**config.mk**
```make
export PLATFORM = sky130hd
export DESIGN_NAME = ihc_div
export DESIGN_NICKNAME = d
export VERILOG_FILES = /design/src/ihc_pkg.sv /design/src/ihc_div.sv
export SDC_FILE = /design/constraint.sdc
export NUM_CORES = 1
export LEC_CHECK = 0
export ABC_CLOCK_PERIOD_IN_PS = 800
export BUFFER_PORTS_ARGS = -buffer_cell sky130_fd_sc_hd__buf_4
export CAP_MARGIN = 20
export CORE_MARGIN = 2
export CORE_UTILIZATION = 40
export CTS_CLUSTER_DIAMETER = 50
export DETAILED_ROUTE_END_ITERATION = 7
export HOLD_SLACK_MARGIN = 0.1
export PLACE_DENSITY = 0.76
export REMOVE_ABC_BUFFERS = 1
export SYNTH_ARGS = -nofsm -noshare
export SYNTH_HDL_FRONTEND = slang
export SYNTH_SLANG_ARGS = --single-unit
export TNS_END_PERCENT = 20
```
**constraint.sdc**
```tcl
create_clock -name i_clk -period 0.8 [get_ports i_clk]
set_input_delay 0.04 -clock i_clk [delete_from_list [all_inputs] [get_ports i_clk]]
set_output_delay 0.04 -clock i_clk [all_outputs]
set_load 0.01 [all_outputs]
```
**src/ihc_pkg.sv**
```systemverilog
// ----------------------------------------------------------------------------
// ihc_pkg
// types and constants shared by the inode handle cache modules
// ----------------------------------------------------------------------------
package ihc_pkg;

    localparam int IDX_W = 10;
    localparam int CNT_W = 16;
    localparam logic [CNT_W-1:0] CNT_MAX = '1;

    // inodes per disk block, a power of two
    localparam int INODES_PER_BLOCK = 8;
    localparam int OFS_W            = $clog2(INODES_PER_BLOCK);

    localparam logic FN_GET = 1'b0;
    localparam logic FN_PUT = 1'b1;

    typedef enum logic [1:0] {
        ST_OK       = 2'd0,
        ST_FULL     = 2'd1,
        ST_PUT_FREE = 2'd2
    } t_status;

    typedef struct packed {
        logic        func;
        logic [7:0]  device_id;
        logic [31:0] inode_number;
        logic [5:0]  slot_index;
        logic        mark_dirty;
    } t_req;

    typedef struct packed {
        logic [5:0]  slot_out;
        logic        hit;
        logic [1:0]  status;
        logic        need_read;
        logic        need_write_back;
        logic [31:0] disk_block;
        logic [2:0]  block_offset;
        logic [15:0] ref_count_out;
    } t_res;

    // search token moving down the cell row
    typedef struct packed {
        logic             valid;
        logic             func;
        logic             mark;
        logic [7:0]       dev;
        logic [31:0]      ino;
        logic [5:0]       slot;
        logic             found;
        logic [IDX_W-1:0] found_idx;
        logic [CNT_W-1:0] found_cnt;
        logic             found_dirty;
        logic [31:0]      found_ino;
        logic             free_found;
        logic [IDX_W-1:0] free_idx;
    } t_tok;

    // update broadcast to all cells at the end of an operation
    typedef struct packed {
        logic             en;
        logic [IDX_W-1:0] idx;
        logic             wr_tag;
        logic [CNT_W-1:0] cnt;
        logic             dirty;
        logic [7:0]       dev;
        logic [31:0]      ino;
    } t_cmd;

endpackage

```
**src/ihc_div.sv**
```systemverilog
// ----------------------------------------------------------------------------
// ihc_div
// registered split of a 32-bit value into block and offset by the
// power-of-two inodes per block
// ----------------------------------------------------------------------------
module ihc_div import ihc_pkg::*; (
    input  logic             i_clk,
    input  logic             i_rst_n,
    input  logic             i_start,
    input  logic [31:0]      i_dividend,
    output logic [31:0]      o_quot,
    output logic [OFS_W-1:0] o_rem
);

    logic [31:0]      r_q;
    logic [OFS_W-1:0] r_r;

    always_ff @(posedge i_clk) begin
        if (!i_rst_n) begin
            r_q <= '0;
            r_r <= '0;
        end else if (i_start) begin
            r_q <= i_dividend >> OFS_W;
            r_r <= i_dividend[OFS_W-1:0];
        end
    end

    assign o_quot = r_q;
    assign o_rem  = r_r;

endmodule
```
# == Word-level counts from Yosys, hierarchy flattened ==
# Cells that the tools add are included.
# totals
output_inout_bits,35
input_bits,35
regBits,32
elab_cells,2

# == Depth between registers and ports, before layout ==
# Gate-level depths: netlist (run 1).
# depth
word_depth,0
mapped_depth,4
mapped_depth_nobuf,2

# == Worst setup path after synthesis (run 1) ==
# Ideal clock, no wire load.
# synth_timing
path_kind,input -> register
from,in i_start
to,"reg r_q[0], in the netlist o_quot[0]"
t_arrival_ns,0.512
setup_ns,0.116
path_buffers,2
path_slack_ns,0.172
stages,4
required_time_ns,0.684
path_cell_list,buf_6 > buf_12 > mux2i_1 > nor2b_1
# synth_lines
element,line,source
from (decl),ihc_div.sv:9,"input logic i_start,"
to (signal assigned),ihc_div.sv:23,r_q <= i_dividend >> OFS_W;
to (decl),ihc_div.sv:15,logic [31:0] r_q;

# == Worst setup path in the final report (run 1) ==
# layout_timing
from,"reg r_q[13], in the netlist o_quot[13]"
to,out o_quot[13]
# layout_lines
element,line,source
to (decl),ihc_div.sv:11,"output logic [31:0] o_quot,"
# No word-level cell between the ends.

==> results.yml, run 1 <==
sta:
  period_share_pct: 105
  fin_skew_ns: 0
  grt_setup_unrepaired: "yes"
  finalWorstSetupSlack_ns: -0.0390
  period_minus_slack_ns: 0.839
  final_max_slew_viol_count: 0
  fmax_mhz: 1190
  setup_viol: 31
  hold_violations: 0
setup_path:
  cp.arrival_ns: 0.80
  critical-path-top-delay-family: "flip-flops"
  worstPathRequired_ns: 0.76
  critPathMaxFanout: 2
  path_cells: "buf_6"
  critical_path.max_stage_delay_ns: 0.37
  crit_type: "register to primary output"
  crit_path_top_delay_cell: "dfxtp_2"
  r2r_slack_ns: 0.03
  cp-end-kind: "primary output"
  cp-start-kind: "register"
  r2r_end: "o_quot[28]$_SDFFE_PN0P_"
  reg2reg_depth: 3
  path_buf_inv: 1
  r2r_start: "o_quot[28]$_SDFFE_PN0P_"
grt:
  gr-max-usage-layer: "met2"
  grtUsageMet3_pct: 6.40
  grt_max_degree: 33
  grt_pass1_wl_microns: 5620
  gr-total-overflow: 0
  grt_use_total_pct: 21.9
  first_global_vias: 1158
  antenna_found_initial: 0
  use_met2_pct: 40.2
  use_met1_pct: 22.8
finish:
  final_util_pct: 77.7
  n_antenna_cell: 0
  nets: 246
  drive_above_1_share_pct: 52.6
  syn_to_final_growth_pct: 85.2
  filler_cell_count: 183
routing:
  ant_nets: 0
  vias: 1170
  drt_wl_total_microns: 4030
  post_drt_via_cell_ratio: 4.59
  drc: 0
  first_pass_iters: 4
  dr.first_iter.drc_count: 41
  wl_per_cell_microns: 15.8
die:
  die_x_microns: 60.3
  core_region_area_sq_um: 3030
  dieArea_sq_um: 3640
  dieHeight_microns: 60.3
  rows: 20
  ios: 70
  start_util_pct: 41.9
synthesis:
  yosysSeqAreaShare_pct: 50.4
  synth_area_per_cell_sq_um: 11.9
  netlist_instances: 107
  ys_ff_latch: 32
  yosysWarnings: 0
  synth_area_sq_um: 1270
  synth_cell_type_count: 8
clock_network:
  root_buffer: "clkbuf_4"
  insertion_delay_ns: 0.32
  cts.clk_slew.worst_paths_ns: 0.09
  clock_tree.htree_level_count: 2
  cts.sinks: 32
  cts_tree: "built"
  numCtsBuffers: 5
  clk_path_buf_depth: 2
run_status:
  status: "complete, but fails checks"
  violations: "setup timing"
power:
  peakVddDrop_mv: 1.07
  p_leak_nw: 1.10
  p_per_area_nw_per_um2: 1530
min_path:
  worstHoldEndpoint: "o_quot[8]$_SDFFE_PN0P_"
  min_path_cells: 4
  hold_path_class: "input pin to register"
  hold_start: "i_start"
placed_design:
  gp_congestion: 0.772
  port_buffers: 66
  hpwl_microns: 1930
  dp_worst_setup_slack_ns: 0.0386
flow_run:
  maxCapViolations: 0
## cell usage after synthesis
| cell type | n | area [sq um] |
|---|---|---|
| mux2i_1 | 32 | 320 |
| dfxtp_1 | 32 | 641 |
| buf_4 | 3 | 22.5 |
| buf_6 | 1 | 11.3 |
| conb_1 | 1 | 3.75 |
| clkbuf_1 | 3 | 11.3 |
| buf_12 | 3 | 60.1 |
| nor2b_1 | 32 | 200 |
## layout make-up
type	instances	area, sq um	area share, %
Clock buffer	7	65.1	2.77
Sequential cell	32	681	28.9
Timing Repair Buffer	105	1020	43.4
Multi-Input combinational cell	67	532	22.6
Tap cell	44	55.1	2.34
## repair_timing
item / in CTS / in global routing
setup endpoints to repair: 32 / 43
gates resized for setup: 64 / 1
buffers inserted: 3 / 1
hold endpoints to repair: 32 / 0
hold buffers: 33 / 0
## stage by stage
stage / instances / TNS, ns / total power (W) / hold WS (ns) / cell area, sq um
final: 255 / -0.433 / 0.00361 / 0.219 / 2350
after global routing: 255 / -1.68 / 0.00377 / 0.224 / 2350
after CTS: 254 / -0.539 / 0.00358 / 0.198 / 2340
after detailed placement: 211 / 0 / 0.00235 / 0.309 / 1760
after global placement: 211 / 0 / 0.00233 / 0.295 / 1760
after floorplan: 99 / 0 / 0.00198 / 0.168 / 1170
## state kept, by name, indices dropped and copies added, names as in the netlist
register  count
o_quot       29
o_rem         3
## report_power, final
part / internal (W) / switching, W
combinational: 0.000526 / 0.000287
clock: 0.000498 / 0.000516
sequential: 0.00171 / 0.0000751
total: 0.00273 / 0.000878
## logic make-up after synthesis
logic type,after synthesis,share of synthesized area (%)
multiplexers,32,25.2
flip-flops,32,50.4
other,1,0.295
AND/OR/NAND/NOR,32,15.8
buffers and inverters,10,8.28
## worst min-delay path, cell delays in order
cell and delay, ns:
buf_4 0.12, buf_12 0.16, mux2i_1 0.09, nor2b_1 0.09
## how the worst max path moves through the flow
stage / startpoint / to / slack, ns / cells past startpoint
global route: o_quot[13]$_SDFFE_PN0P_ / o_quot[13] / -0.08 / 1
CTS: o_rem[2]$_SDFFE_PN0P_ / o_rem[2] / -0.02 / 1
detailed placement: i_start / o_quot[26]$_SDFFE_PN0P_ / 0.04 / 4
finish: o_quot[13]$_SDFFE_PN0P_ / o_quot[13] / -0.04 / 1
global placement: i_start / o_quot[26]$_SDFFE_PN0P_ / 0.09 / 4
floorplan: o_quot[0]$_SDFFE_PN0P_ / o_quot[0]$_SDFFE_PN0P_ / 0.20 / 2
## cell usage in the layout, fill, tap and decap left out
cell type and count:
clkbuf_8 2, dfxtp_2 32, clkbuf_4 5, mux2i_1 32
buf_12 2, buf_6 33, nor2b_1 32, buf_4 37
conb_1 3, dlygate4sd3_1 33
## routing by layer
| metal | vias up | wire length [microns] |
|---|---|---|
| met1 | 551 | 1500 |
| met5 | - | 0 |
| met2 | 55 | 2090 |
| met4 | 0 | 124 |
| met3 | 13 | 309 |
| li1 | 551 | - |
No activity file was read; power rests on OpenSTA's default activity.
==> run 2: changes to the inputs <==
MAX_ROUTING_LAYER = met4   (was default)
==> run 2 against run 1 <==
Effect of this change:
- the run still ends with setup timing left
- clock skew unchanged
- hold slack worse by 0.0027 ns
- wire length down 0.92%
- via count down 0.43%
- sequential share of layout area unchanged
- critical path depth unchanged
- flip-flop and latch count unchanged
- combinational power about the same
- clock-buffer cell count unchanged
- die area unchanged
==> results.yml, run 2 (same netlist as run 1, synthesis figures left out) <==
finish:
  n_antenna_cell: 0
  final_cell_mix: "37 x buf_4, 33 x dlygate4sd3_1, 33 x buf_6"
  drive_above_1_share_pct: 52.6
  largest_reg_flops: 29
  final_util_pct: 77.7
  instances_no_fill: 255
  nets: 246
  seq_area_sq_um: 681
  filler_cell_count: 183
  syn_to_final_growth_pct: 85.2
  final_common_cell: "buf_4"
  multi_input_area_sq_um: 532
clock_network:
  cts.sinks: 32
  clk_path_buf_depth: 2
  root_buffer: "clkbuf_4"
  insertion_delay_ns: 0.32
  clock_tree.htree_level_count: 2
  cts_tree: "built"
  numCtsBuffers: 5
  cts.clk_slew.worst_paths_ns: 0.09
placed_design:
  port_buffers: 66
  gp_congestion: 0.783
  dp_cells: 211
  hpwl_microns: 1930
grt:
  grt_pass1_wl_microns: 5630
  antenna_found_initial: 0
  grt_max_degree: 33
  first_global_vias: 1158
  gr-total-overflow: 0
  grt_use_total_pct: 22.6
die:
  dieHeight_microns: 60.3
  start_util_pct: 41.9
  rows: 20
  dieArea_sq_um: 3640
  core_region_area_sq_um: 3030
  die_x_microns: 60.3
  ios: 70
sta:
  hold_violations: 0
  grt_setup_unrepaired: "yes"
  period_share_pct: 105
  final_max_slew_viol_count: 0
  fin_hold_ws_ns: 0.216
  fin_skew_ns: 0
  period_minus_slack_ns: 0.837
  setup_viol: 31
  fmax_mhz: 1190
  finalWorstSetupSlack_ns: -0.0372
setup_path:
  reg2reg_depth: 3
  path_cells: "buf_6"
  r2r_slack_ns: 0.03
  crit_path_top_delay_cell: "dfxtp_2"
  critical-path-top-delay-family: "flip-flops"
  cp.arrival_ns: 0.80
  cp-end-kind: "primary output"
  critPathMaxFanout: 2
  r2r_start: "o_quot[28]$_SDFFE_PN0P_"
  r2r_end: "o_quot[28]$_SDFFE_PN0P_"
  worstPathRequired_ns: 0.76
  critical_path.max_stage_delay_ns: 0.37
  crit_type: "register to primary output"
  cp-start-kind: "register"
  path_buf_inv: 1
run_status:
  violations: "setup timing"
  status: "complete, but fails checks"
routing:
  drc: 0
  dr.first_iter.drc_count: 57
  post_drt_via_cell_ratio: 4.57
  wl_per_cell_microns: 15.6
  vias: 1165
  first_pass_iters: 4
  drt_wl_total_microns: 3990
  ant_nets: 0
power:
  peakVddDrop_mv: 1.09
  p_per_area_nw_per_um2: 1530
  p_total_w: 0.00361
  p_leak_nw: 1.10
min_path:
  hold_path_class: "input pin to register"
  min_path_cells: 4
  hold_start: "i_start"
  worstHoldEndpoint: "o_quot[10]$_SDFFE_PN0P_"
flow_run:
  maxCapViolations: 0
-- run 2: layer usage --
| metal | global-route usage, % | routed length, microns | vias to the layer above |
|---|---|---|---|
| li1 | - | - | 552 |
| met1 | 22.9 | 1480 | 549 |
| met2 | 40.1 | 2090 | 51 |
| met3 | 6.40 | 294 | 13 |
| met4 | 10.5 | 124 | 0 |
| met5 | - | 0 | - |
-- run 2: worst max-delay path by stage --
stage                       startpoint                 endpoint  cells after the start
2_1_floorplan   o_quot[0]$_SDFFE_PN0P_   o_quot[0]$_SDFFE_PN0P_                      2
3_3_place_gp                   i_start  o_quot[26]$_SDFFE_PN0P_                      4
3_5_place_dp                   i_start  o_quot[26]$_SDFFE_PN0P_                      4
4_1_cts          o_rem[2]$_SDFFE_PN0P_                 o_rem[2]                      1
5_1_grt        o_quot[13]$_SDFFE_PN0P_               o_quot[13]                      1
6_report       o_quot[13]$_SDFFE_PN0P_               o_quot[13]                      1
-- run 2: stage by stage --
step / setup WS [ns] / instance area, sq um / setup TNS [ns]
2_1_floorplan: 0.201 / 1170 / 0
3_3_place_gp: 0.0854 / 1760 / 0
3_5_place_dp: 0.0386 / 1760 / 0
4_1_cts: -0.0248 / 2340 / -0.539
5_1_grt: -0.0776 / 2350 / -1.69
6_report: -0.0372 / 2350 / -0.440
-- run 2: timing repair --
item	CTS	global route
gates cloned	0	0
gates resized for setup	64	1
setup buffers	3	1
setup endpoints to repair	32	43
hold buffers	33	0
hold endpoints to repair	32	0
-- run 2: area by class of cell --
cell class,instances,area share (%)
clock buffers,7,2.77
multi-input cells,67,22.6
flip-flops and latches,32,28.9
well taps,44,2.34
repair buffers,105,43.4
-- run 2: tightest hold or removal path: cells and delay by family --
family / cells / cell delay (ns)
buffers and inverters: 2 / 0.28
and+or+nand+nor: 1 / 0.10
muxes: 1 / 0.08
-- run 2: power breakdown --
part | total (W) | internal [W] | switching [W]
Combinational | 0.000812 | 0.000526 | 0.000286
Clock | 0.00102 | 0.000498 | 0.000518
Sequential | 0.00178 | 0.00171 | 0.0000749
==> run 3: changes to the inputs <==
CORE_UTILIZATION = 25   (was 40)
PLACE_DENSITY = 0.53   (was 0.76)
REMOVE_ABC_BUFFERS = default   (was 1)
==> run 3 against run 2 <==
Effect of this change:
- the run now ends clean
- critical path depth is 3 higher
- combinational power is 14% lower
- worst setup slack better by 0.062 ns
- sequential share of layout area is 0.97 points higher
- hold slack worse by 0.15 ns
- wire length is 20% lower
- global-route usage is 11 points lower
- final area is 5.7% lower
- via count is 7.1% lower
==> results.yml, run 3 (same netlist as run 1, synthesis figures left out) <==
clock_network:
  ctsHoldBuffers: 31
  post_cts.repair.setup_buffers: 0
  root_buffer: "clkbuf_8"
  cts_tree: "built"
  cts.sinks: 32
  cts.clk_slew.worst_paths_ns: 0.06
  clock_tree.htree_level_count: 2
  numCtsBuffers: 5
  clk_path_buf_depth: 2
  insertion_delay_ns: 0.27
sta:
  final_max_slew_viol_count: 0
  setup_viol: 0
  period_share_pct: 96.9
  period_minus_slack_ns: 0.775
  grt_setup_unrepaired: "yes"
  fmax_mhz: 1290
  hold_violations: 0
  fin_skew_ns: 0
finish:
  n_antenna_cell: 0
  filler_cell_count: 479
  largest_reg_flops: 29
  drive_above_1_share_pct: 44.7
  final_cell_mix: "66 x buf_4, 32 x mux2i_1, 32 x nor2b_1"
  final_common_cell: "buf_4"
  final_util_pct: 46.0
  instances_no_fill: 273
  syn_to_final_growth_pct: 74.6
  nets: 240
routing:
  vias: 1082
  ant_nets: 0
  wl_per_cell_microns: 11.6
  drc: 0
  post_drt_via_cell_ratio: 3.96
  first_pass_iters: 2
  drt_wl_total_microns: 3180
  dr.first_iter.drc_count: 10
die:
  start_util_pct: 26.4
  dieArea_sq_um: 5670
  core_region_area_sq_um: 4820
  die_x_microns: 75.3
  ios: 70
  rows: 25
  dieHeight_microns: 75.3
power:
  netSwitchingFraction_pct: 22.5
  p_sw_w: 0.000828
  p_per_area_nw_per_um2: 1660
  p_leak_nw: 1.06
  internal-power_w: 0.00285
  comb_power_share_pct: 19.1
  clock_power_share_pct: 33.3
  power_frac_seq_pct: 47.7
  peakVddDrop_mv: 1.02
grt:
  grt_max_degree: 33
  grt_pass1_wl_microns: 4780
  antenna_found_initial: 0
  gr-total-overflow: 0
  grt_use_total_pct: 11.6
  first_global_vias: 1114
min_path:
  hold_path_class: "input pin to register"
setup_path:
  critPathMaxFanout: 1
  cp-start-kind: "input pin"
  crit_type: "input pin to register"
  cp-end-kind: "register"
  worstPathRequired_ns: 0.96
  cp.arrival_ns: 0.94
placed_design:
  gp_congestion: 0.672
  port_buffers: 66
  dp_cells: 234
  hpwl_microns: 2210
run_status:
  status: "finished, final reports clean"
flow_run:
  maxCapViolations: 0
==> run 3: layout make-up <==
cell class	instances	area (sq um)	share of cell area [%]
flip-flops and latches	32	663	29.9
repair buffers	99	848	38.3
multi-input cells	67	532	24.0
clock buffers	8	90.1	4.06
well taps	67	83.8	3.78
==> run 3: path summary, 6_finish.rpt <==
path / from / endpoint / slack, ns / depth (start not counted)
hold / removal: i_dividend[25] / o_quot[22]$_SDFFE_PN0P_ / 0.07 / 3
hold reg to reg: o_quot[4]$_SDFFE_PN0P_ / o_quot[4]$_SDFFE_PN0P_ / 0.51 / 2
setup / recovery: i_dividend[10] / o_quot[7]$_SDFFE_PN0P_ / 0.03 / 4
setup reg to reg: o_quot[22]$_SDFFE_PN0P_ / o_quot[22]$_SDFFE_PN0P_ / 0.14 / 2
==> run 3: power by group through the flow <==
stage	combinational (W)	sequential, W	clock, W
floorplan	0.000256	0.00181	0
global placement	0.000569	0.00177	0
detailed placement	0.000587	0.00178	0
CTS	0.000709	0.00174	0.00128
global route	0.000756	0.00176	0.00133
finish	0.000701	0.00175	0.00122
==> run 3: critical path, stage by stage <==
cell           delay [ns]
dlygate4sd3_1        0.55
buf_4                0.13
mux2i_1              0.15
nor2b_1              0.07
==> run 3: what timing repair did <==
item,in CTS,in global routing
gates cloned,0,0
setup endpoints to repair,1,19
gates resized for setup,1,18
endpoints found under the hold margin,32,1
==> run 3: through the flow <==
stage	TNS, ns	area, sq um	total power [W]	hold WS [ns]	worst slack, ns
6_report	0	2220	0.00368	0.0677	0.0251
5_1_grt	-0.00502	2220	0.00385	0.0819	-0.00267
4_1_cts	0	2190	0.00373	0.0797	0.00624
3_5_place_dp	-0.0119	1790	0.00236	0.307	-0.0119
3_3_place_gp	0	1790	0.00234	0.296	0.0681
2_1_floorplan	0	1280	0.00207	0.168	0.172
==> run 3: per-layer routing <==
metal	global-route usage (%)	vias to the layer above	wire length, microns
li1	-	536	-
met4	3.70	0	38
met5	-	-	0
met1	11.7	504	1230
met3	3.21	5	165
met2	21.4	37	1750
