===== src/ihc_pkg.sv =====
// ----------------------------------------------------------------------------
// ihc_pkg
// types and constants shared by the inode handle cache modules
// ----------------------------------------------------------------------------
package ihc_pkg;

    localparam int IDX_W = 10;
    localparam int CNT_W = 16;
    localparam logic [CNT_W-1:0] CNT_MAX = '1;

    // inodes per disk block, a power of two
    localparam int INODES_PER_BLOCK = 8;
    localparam int OFS_W            = $clog2(INODES_PER_BLOCK);

    localparam logic FN_GET = 1'b0;
    localparam logic FN_PUT = 1'b1;

    typedef enum logic [1:0] {
        ST_OK       = 2'd0,
        ST_FULL     = 2'd1,
        ST_PUT_FREE = 2'd2
    } t_status;

    typedef struct packed {
        logic        func;
        logic [7:0]  device_id;
        logic [31:0] inode_number;
        logic [5:0]  slot_index;
        logic        mark_dirty;
    } t_req;

    typedef struct packed {
        logic [5:0]  slot_out;
        logic        hit;
        logic [1:0]  status;
        logic        need_read;
        logic        need_write_back;
        logic [31:0] disk_block;
        logic [2:0]  block_offset;
        logic [15:0] ref_count_out;
    } t_res;

    // search token moving down the cell row
    typedef struct packed {
        logic             valid;
        logic             func;
        logic             mark;
        logic [7:0]       dev;
        logic [31:0]      ino;
        logic [5:0]       slot;
        logic             found;
        logic [IDX_W-1:0] found_idx;
        logic [CNT_W-1:0] found_cnt;
        logic             found_dirty;
        logic [31:0]      found_ino;
        logic             free_found;
        logic [IDX_W-1:0] free_idx;
    } t_tok;

    // update broadcast to all cells at the end of an operation
    typedef struct packed {
        logic             en;
        logic [IDX_W-1:0] idx;
        logic             wr_tag;
        logic [CNT_W-1:0] cnt;
        logic             dirty;
        logic [7:0]       dev;
        logic [31:0]      ino;
    } t_cmd;

endpackage


===== src/ihc_cell.sv =====
// ----------------------------------------------------------------------------
// ihc_cell
// one handle slot: count, dirty mark and tags, plus one stage of the token row
// ----------------------------------------------------------------------------
module ihc_cell import ihc_pkg::*; #(
    parameter int CELL_IDX = 0
) (
    input  logic i_clk,
    input  logic i_rst_n,
    input  t_tok i_tok,
    output t_tok o_tok,
    input  t_cmd i_cmd
);

    localparam logic [IDX_W-1:0] MY_IDX = IDX_W'(CELL_IDX);

    logic [CNT_W-1:0] r_cnt;
    logic             r_dirty;
    logic [7:0]       r_dev;
    logic [31:0]      r_ino;
    t_tok             r_tok;
    t_tok             n_tok;
    logic             w_live;
    logic             w_slot_hit;

    assign w_live     = (r_cnt != '0);
    assign w_slot_hit = (IDX_W'(i_tok.slot) == MY_IDX);

    always_comb begin
        n_tok = i_tok;
        if (i_tok.func == FN_GET) begin
            if (!i_tok.found && w_live && r_dev == i_tok.dev && r_ino == i_tok.ino) begin
                n_tok.found       = 1'b1;
                n_tok.found_idx   = MY_IDX;
                n_tok.found_cnt   = r_cnt;
                n_tok.found_dirty = r_dirty;
                n_tok.found_ino   = r_ino;
            end
            if (!i_tok.free_found && !w_live) begin
                n_tok.free_found = 1'b1;
                n_tok.free_idx   = MY_IDX;
            end
        end else if (w_slot_hit) begin
            n_tok.found       = 1'b1;
            n_tok.found_idx   = MY_IDX;
            n_tok.found_cnt   = r_cnt;
            n_tok.found_dirty = r_dirty;
            n_tok.found_ino   = r_ino;
        end
    end

    always_ff @(posedge i_clk) begin
        if (!i_rst_n) begin
            r_tok   <= '0;
            r_cnt   <= '0;
            r_dirty <= 1'b0;
        end else begin
            r_tok <= n_tok;
            if (i_cmd.en && i_cmd.idx == MY_IDX) begin
                r_cnt   <= i_cmd.cnt;
                r_dirty <= i_cmd.dirty;
                if (i_cmd.wr_tag) begin
                    r_dev <= i_cmd.dev;
                    r_ino <= i_cmd.ino;
                end
            end
        end
    end

    assign o_tok = r_tok;

endmodule


===== config.mk =====
export PLATFORM = sky130hd
export DESIGN_NAME = ihc_cell
export DESIGN_NICKNAME = d
export VERILOG_FILES = /design/src/ihc_pkg.sv /design/src/ihc_cell.sv
export SDC_FILE = /design/constraint.sdc
export NUM_CORES = 1
export LEC_CHECK = 0
export BUFFER_PORTS_ARGS = -buffer_cell sky130_fd_sc_hd__buf_2
export CAP_MARGIN = 10
export CORE_MARGIN = 2
export CORE_UTILIZATION = 30
export DETAILED_ROUTE_END_ITERATION = 12
export SYNTH_ARGS = -nofsm -noshare
export SYNTH_HDL_FRONTEND = slang
export SYNTH_SLANG_ARGS = --single-unit

===== constraint.sdc =====
create_clock -name i_clk -period 4.8 [get_ports i_clk]
set_input_delay 0.48 -clock i_clk [delete_from_list [all_inputs] [get_ports i_clk]]
set_output_delay 0.48 -clock i_clk [all_outputs]
set_load 0.01 [all_outputs]

# Word-level counts from Yosys, hierarchy flattened
# Index checks and enable logic that the tools add are counted.
# totals
reg_bits	177
out_inout_bits	120
in_bits	191
# classes
mux	5
eq_ne	2
reduce_logical	12
# ops
operator	count
$mux 60	3
$eq 32x32->1	1
$mux 11	2
$reduce_bool 16->1	1
$logic_not 10->1	1
$eq 8x8->1	1
$logic_not 6->1	1
$logic_and 1x1->1	5
$logic_not 1->1	3
$reduce_and 3->1	1

# Logic depth before layout (Yosys ltp)
# Gate-level depths: netlist (run 1).
# logic_depth
ltp_word	6
ltp_mapped	8
depth_no_buf	5

# Worst setup path before layout (run 1)
# No wires, ideal clock.
# synth_timing
path_type	input to register
startpoint	input i_cmd[60] in the netlist's numbering
endpoint	register r_dev[0] (enable)
required_ns	4.363
path_slack_ns	1.263
path_stages	5
arrival_ns	3.099
path_cell_list	nor4b_1 > nand3_1 > buf_2 > buf_1 > nor2_1
# synth_via
elab_chain_cells	3
# synth_lines
item	line_no	text
from (decl)	ihc_cell.sv:12	input t_cmd i_cmd
$logic_not 10->1	ihc_cell.sv:59	if (i_cmd.en && i_cmd.idx == MY_IDX) begin
$logic_and 1x1->1	ihc_cell.sv:59	
$reduce_and 3->1 (no source line)	--	
to (signal assigned)	ihc_cell.sv:63	r_dev <= i_cmd.dev;
to (decl)	ihc_cell.sv:19	logic [7:0] r_dev;
# No other way between the ends.
# A chain may end at the register's enable or synchronous reset.

# Worst setup path after layout (run 1)
# layout_timing
startpoint	register r_ino[4]
endpoint	register r_tok, in the netlist o_tok[18]
# layout_via
elab_chain_cells	4
# layout_lines
item	line_no	text
from (decl)	ihc_cell.sv:20	logic [31:0] r_ino;
from (signal assigned)	ihc_cell.sv:64	r_ino <= i_cmd.ino;
$eq 32x32->1	ihc_cell.sv:32	if (!i_tok.found && w_live && r_dev == i_tok.dev && r_ino == i_tok.ino) begin
$logic_and 1x1->1	ihc_cell.sv:32	
$mux 60	ihc_cell.sv:32	
$mux 60	ihc_cell.sv:31	if (i_tok.func == FN_GET) begin
to (signal assigned)	ihc_cell.sv:58	r_tok <= n_tok;
to (decl)	ihc_cell.sv:21	t_tok r_tok;
# No other way between the ends.

==> flow_summary.yaml, run 1 <==
synthesis:
  main_combinational_cell_family_by_area_after_synthesis: "simple AND/OR/NAND/NOR gates"
  mappedNetlistArea_um2: 7220
  muxShareOfSynthArea: 0.0236
  yosys_most_used_dff: "sky130_fd_sc_hd__dfxtp_1"
  post_synthesis_xor_xnor_area_fraction: 0.0473
  synth_edf_count: 40
  postSynthNetCount: 914
  synthCells: 723
  ys_types: 25
  synth-adder-area-share: 0
  post_synth_and_or_nand_nor_area_fraction: 0.250
  synth-compound-area-share: 0.0968
  async_flop_share: 0
  syn_area_per_cell_um2: 9.99
  synth-seq-cells: 177
  seq_area_frac_synth: 0.546
  yosysWarningCount: 0
detailed_routing:
  drt.antenna.violating_nets: 0
  initial_drt_pass_iterations: 5
  drt-vias-per-instance: 4.75
  detail_route.iter0.violations: 341
  detailed_route_wire_length_per_cell_um: 16.8
  drc: 0
  num_vias: 6317
  routed_wl_um: 22300
timing:
  timing_max_transition_violations_final: 0
  setup-tns-final_ps: 0
  hold_slack_ps: 228
  clock_skew_ps: 13.7
  slew_headroom: 0.289
  post-route-min-period_ps: 3230
  tightest_slew_ps: 1060
  final_setup_fails: 0
  hold_violations_final: 0
  min_period_over_period: 0.672
  clock.fmax_mhz: 310
  rsz0062_at_grt: "false"
critical_path:
  worst_setup_path_start_kind: "register"
  critPathRequiredTime_ps: 5120
  crit_path_end_kind: "register"
  critical_path.max_fanout: 52
  path_class: "register to register"
  cp.arrival_ps: 3550
power_and_ir_drop:
  p_leak_nw: 4.34
  fin_total_pwr_mw: 3.33
  irDropWorstVdd_mv: 0.153
  total_power_divided_by_cell_area_nw_per_um2: 347
die:
  floorplan.die.width_um: 159
  floorplan.die.height_um: 159
  num_rows: 56
  die-area_um2: 25300
  floorplan.io_pins: 311
  initial_core_util: 0.307
  core_area_um2: 23500
global_routing:
  grt_pass1_vias: 6225
  grt_max_degree: 106
  wire_length_of_the_first_global_routing_pass_um: 34700
  globalRouteTotalUtil: 0.173
  antenna_found_initial: 4
  globalRoute.totalOverflow: 0
flow_run:
  maxCapViolations: 0
place:
  dp_hpwl_um: 15400
  port-buffer-count: 310
  place.gp.congestion: 0.775
clock_tree:
  root_buffer: "sky130_fd_sc_hd__clkbuf_16"
  clkSinkCount: 177
  post-cts-setup-buffers: 0
  post_cts_hold_fix_bufs: 0
  cts_resized: 0
  htreeDepth: 4
  clkSlewWorstSetupHoldPaths_ps: 80
  clk_latency_ps: 420
  clock_path_buffers: 2
  cts_made_buffers: 17
  cts_tree: "built"
finish:
  drive_gt1_frac: 0.350
  design.final.nets: 1188
  flow.area_growth_from_synthesis_pct: 32.9
  layout_commonest_cell: "sky130_fd_sc_hd__buf_2"
  layout_common_cells: "sky130_fd_sc_hd__buf_2 (309), sky130_fd_sc_hd__dfxtp_1 (137), sky130_fd_sc_hd__nand2_1 (109)"
run_status:
  status: "finished clean"
hold_path:
  timing.hold.worst.class: "input port to register"
==> cells in the mapped netlist (2+ instances only) <==
master,number,area [um2]
sky130_fd_sc_hd__o2111ai_1,49,429
sky130_fd_sc_hd__nand3_1,2,10.0
sky130_fd_sc_hd__nor2b_1,19,119
sky130_fd_sc_hd__clkbuf_1,55,206
sky130_fd_sc_hd__xor2_1,39,342
sky130_fd_sc_hd__o21ai_1,14,70.1
sky130_fd_sc_hd__nor3_1,13,65.1
sky130_fd_sc_hd__nor4_1,16,100
sky130_fd_sc_hd__nand4_1,3,18.8
sky130_fd_sc_hd__buf_2,6,30.0
sky130_fd_sc_hd__or4_1,49,368
sky130_fd_sc_hd__edfxtp_1,40,1200
sky130_fd_sc_hd__buf_6,2,22.5
sky130_fd_sc_hd__o31a_1,2,17.5
sky130_fd_sc_hd__dfxtp_1,137,2740
sky130_fd_sc_hd__and3_1,50,313
sky130_fd_sc_hd__o21ai_0,35,175
sky130_fd_sc_hd__nand2_1,109,409
sky130_fd_sc_hd__mux2i_1,17,170
sky130_fd_sc_hd__and2_1,59,369
sky130_fd_sc_hd__nor2_1,3,11.3
==> flip-flops by register name (all words and copies together), names as in the netlist <==
| register | count |
|---|---|
| o_tok | 120 |
| r_ino | 32 |
| r_cnt | 16 |
| r_dev | 8 |
| r_dirty | 1 |
==> power by group <==
group	switching, mW	total (mW)	leakage [nW]	internal, mW
Combinational	0.167	0.324	2.54	0.157
Clock	0.660	1.41	0.291	0.746
Sequential	0.0142	1.60	1.50	1.58
Total	0.841	3.33	4.34	2.49
==> worst max-delay path: stages (launching register included) <==
cell and delay (ps):
sky130_fd_sc_hd__edfxtp_1 410, sky130_fd_sc_hd__nor2b_1 150, sky130_fd_sc_hd__nor4_1 680, sky130_fd_sc_hd__nand4_4 750, sky130_fd_sc_hd__buf_4 480, sky130_fd_sc_hd__or4_1 530
sky130_fd_sc_hd__o2111ai_1 110
==> area by class of cell <==
type | count | area (um2)
diodes | 2 | 5.00
clock buffers | 20 | 478
clock inverters | 12 | 109
fillers | 2402 | 13900
multi-input cells | 482 | 3040
flip-flops and latches | 177 | 3940
well taps | 319 | 399
repair buffers | 319 | 1620
==> through the flow <==
stage | cells | setup WS (ps) | area [um2] | utilization
2_1_floorplan | 723 | 1260 | 7220 | -
3_3_place_gp | 1297 | 1240 | 9010 | 0.383
3_5_place_dp | 1297 | 1280 | 9010 | 0.383
4_1_cts | 1329 | 1440 | 9600 | 0.408
5_1_grt | 1330 | 1310 | 9600 | 0.408
6_report | 1331 | 1570 | 9600 | 0.408
==> path summary, 6_finish.rpt <==
| path | startpoint | end | slack (ps) | cells past startpoint |
|---|---|---|---|---|
| max | r_ino[4]$_DFFE_PP_ | o_tok[18]$_SDFF_PN0_ | 1570 | 6 |
| min | i_cmd[15] | r_ino[15]$_DFFE_PP_ | 230 | 1 |
| max reg2reg | r_ino[4]$_DFFE_PP_ | o_tok[18]$_SDFF_PN0_ | 1570 | 6 |
| min reg2reg | r_dirty$_SDFFE_PN0P_ | r_dirty$_SDFFE_PN0P_ | 530 | 2 |
==> per-layer routing <==
metal	vias up	global-route usage	share of wire
met5	-	0	0.00081
met4	4	0.0430	0.0069
met3	12	0.0604	0.075
met2	232	0.284	0.47
met1	2913	0.220	0.45
li1	3156	-	-
==> cell families after synthesis <==
| family | after synthesis |
|---|---|
| AO/OA/AOI/OAI | 101 |
| flip-flops | 177 |
| multiplexers | 17 |
| buffers and inverters | 64 |
| XOR/XNOR | 39 |
| AND/OR/NAND/NOR | 325 |
(Power assumes the default switching activity.)
==> run 2: changes to the inputs <==
--- a/config.mk
+++ b/config.mk
@@ -5,6 +5,7 @@
 export SDC_FILE = /design/constraint.sdc
 export NUM_CORES = 1
 export LEC_CHECK = 0
+export ABC_AREA = 1
 export BUFFER_PORTS_ARGS = -buffer_cell sky130_fd_sc_hd__buf_2
 export CAP_MARGIN = 10
 export CORE_MARGIN = 2
==> constraint.sdc (replaced) <==
create_clock -name i_clk -period 2.9 [get_ports i_clk]
set_input_delay 0.29 -clock i_clk [delete_from_list [all_inputs] [get_ports i_clk]]
set_output_delay 0.29 -clock i_clk [all_outputs]
set_load 0.01 [all_outputs]
==> run 2 against run 1 <==
  * First-iteration DRC count shrank 30%
  * Hold slack lost 180 ps
  * Final area shrank 5.6%
  * Via count shrank 7.1%
  * Wire length shrank 17%
  * Core utilization grew 0.86 points
  * Global-route usage shrank 1.8 points
  * Critical endpoint is now o_tok[27]$_SDFF_PN0_
  * Largest cell class unchanged
  * Highest routed layer is now met4
==> flow_summary.yaml, run 2 <==
die:
  floorplan.io_pins: 311
  floorplan.die.width_um: 152
  initial_core_util: 0.304
  die-area_um2: 23200
  core_area_um2: 21800
  floorplan.die.height_um: 152
  num_rows: 54
finish:
  finish.instance_area_um2: 9060
  design.final.nets: 1333
  drive_gt1_frac: 0.306
  layout_commonest_cell: "sky130_fd_sc_hd__buf_2"
  flow.area_growth_from_synthesis_pct: 37.1
  largest_register_ffs: 120
  layout_common_cells: "sky130_fd_sc_hd__buf_2 (309), sky130_fd_sc_hd__nand2_1 (265), sky130_fd_sc_hd__inv_1 (148)"
hold_path:
  timing.hold.worst.class: "input port to register"
critical_path:
  path_cells: "inv_2, nand2_1, nand2_1, o21ai_1, nor2_1, nand2_1, nor2_1, nand3_1, nand2_4, buf_12, nand2_1, nand2_1, nor2_1"
  crit_path_frequent_cell: "sky130_fd_sc_hd__nand2_1"
  cp_slowest_cell: "sky130_fd_sc_hd__nand3_1"
  critical_path.max_fanout: 53
  path_class: "register to register"
  cp.arrival_ps: 2680
  critPathRequiredTime_ps: 3210
  worst_path_largest_cell_delay_ps: 420
  worst_setup_path_start_kind: "register"
  crit_path_end_kind: "register"
global_routing:
  globalRouteTotalUtil: 0.156
  antenna_found_initial: 2
  grt_pass1_vias: 5532
  globalRoute.totalOverflow: 0
  wire_length_of_the_first_global_routing_pass_um: 28600
  grt_max_degree: 70
synthesis:
  yosysWarningCount: 0
  async_flop_share: 0
  ys_types: 23
  mappedNetlistArea_um2: 6610
  post-synth-top-area-cell: "sky130_fd_sc_hd__dfxtp_1"
  yosys_most_used_dff: "sky130_fd_sc_hd__dfxtp_1"
  synth_edf_count: 40
  most_numerous_cell_in_the_yosys_netlist: "sky130_fd_sc_hd__nand2_1"
  syn_area_per_cell_um2: 7.91
  synth.top_cell.area_share: 0.415
  seq_area_frac_synth: 0.597
  yosys-top-cells-area: "sky130_fd_sc_hd__dfxtp_1 (41%), sky130_fd_sc_hd__edfxtp_1 (18%), sky130_fd_sc_hd__nand2_1 (15%)"
  postSynthNetCount: 1026
  ranking_of_synthesized_cells_by_instance_count: "sky130_fd_sc_hd__nand2_1 (265), sky130_fd_sc_hd__inv_1 (148), sky130_fd_sc_hd__dfxtp_1 (137), sky130_fd_sc_hd__nor2_1 (136), sky130_fd_sc_hd__edfxtp_1 (40)"
  synthCells: 835
  synth-seq-cells: 177
detailed_routing:
  detail_route.iter0.violations: 239
  num_vias: 5867
  drt.antenna.violating_nets: 0
  routed_wl_um: 18500
  detailed_route_wire_length_per_cell_um: 12.8
  initial_drt_pass_iterations: 4
  drt-vias-per-instance: 4.08
  drc: 0
clock_tree:
  htreeDepth: 4
  clkSlewWorstSetupHoldPaths_ps: 70
  clkSinkCount: 177
  cts_made_buffers: 17
  post_cts_hold_fix_bufs: 0
  root_buffer: "sky130_fd_sc_hd__clkbuf_16"
  clk_latency_ps: 420
  cts_resized: 0
  post-cts-setup-buffers: 0
  cts_tree: "built"
  clock_path_buffers: 2
power_and_ir_drop:
  fin_total_pwr_mw: 5.33
  total_power_divided_by_cell_area_nw_per_um2: 588
  power.switching_mw: 1.30
  power.switching_fraction: 0.244
  cell_internal_pwr_mw: 4.03
  p_leak_nw: 5.00
  pwr-share-clk: 0.419
  power.share.sequential: 0.493
  irDropWorstVdd_mv: 0.363
  comb_power_share: 0.088
place:
  placed_cell_area_um2: 8490
  place.gp.congestion: 0.784
  port-buffer-count: 310
  dp_hpwl_um: 13900
timing:
  min_period_over_period: 0.816
  setup-tns-final_ps: 0
  timing_max_transition_violations_final: 0
  tightest_slew_ps: 689
  clock_skew_ps: 11.6
  slew_headroom: 0.539
  rsz0062_at_grt: "false"
  clock.fmax_mhz: 422
  final_setup_fails: 0
  post-route-min-period_ps: 2370
  hold_violations_final: 0
run_status:
  status: "finished clean"
flow_run:
  maxCapViolations: 0
run 2: cell count changes after synthesis, sizes merged, moves of 17 or more:
cell     previous run  this run
nor2b              19         0
and3               50         0
a21oi               0        17
xor2               39         1
inv                 0       153
clkbuf             55        16
o21ai              49        24
or4                49         0
mux2i              17         0
nand2             109       266
o2111ai            49         0
nor2                3       136
and2               59         0
run 2: critical path: cells and delay by family, from the launching register on:
| kind | cells | cell delay (ps) |
|---|---|---|
| buf+inv | 2 | 320 |
| flops | 1 | 410 |
| simple gates | 10 | 1440 |
| compound gates | 1 | 80 |
run 2: metal layers:
layer  wire, um  track usage  up-vias
li1           -            -     3083
met5          0            0        -
met4        272       0.0437        0
met3       1320       0.0495       16
met2       9040        0.279      202
met1       7840        0.178     2566
run 2: metrics by stage:
step                      worst slack [ps]  utilization  std cells  hold WS, ps
final                                  532        0.416       1438         43.2
after floorplan                        499            -        835          383
after global routing                   346        0.416       1435         12.4
after CTS                              531        0.416       1435         20.4
after global placement                 469        0.390       1403          461
after detailed placement               464        0.390       1403          462
run 2: logic make-up after synthesis:
logic type / synth area share
buffers and inverters: 0.107
XOR/XNOR: 0.00795
AO/OA/AOI/OAI: 0.0322
AND/OR/NAND/NOR: 0.257
flip-flops: 0.597
run 2: area by class of cell:
class	count	area, um2
sequential	177	3940
antenna	3	7.51
clock buffer	19	433
timing repair buffer	316	1650
fill	2286	12700
clock inverter	13	128
multi-input combinational	477	1970
tap	280	350
inverter	153	574
run 2: worst paths after layout:
check / slack (ps) / cells after the start / from / to
max: 530 / 13 / r_ino[30]$_DFFE_PP_ / o_tok[27]$_SDFF_PN0_
min: 40 / 1 / i_cmd[10] / r_ino[10]$_DFFE_PP_
max reg2reg: 530 / 13 / r_ino[30]$_DFFE_PP_ / o_tok[27]$_SDFF_PN0_
min reg2reg: 470 / 2 / r_cnt[12]$_SDFFE_PN0P_ / r_cnt[12]$_SDFFE_PN0P_
run 2: power groups by stage:
stage | logic (mW) | clock network (mW) | registers [mW]
finish | 0.468 | 2.23 | 2.63
global route | 0.525 | 2.39 | 2.63
CTS | 0.478 | 2.30 | 2.63
detailed placement | 0.476 | 0 | 2.68
global placement | 0.471 | 0 | 2.68
floorplan | 0.152 | 0 | 2.73
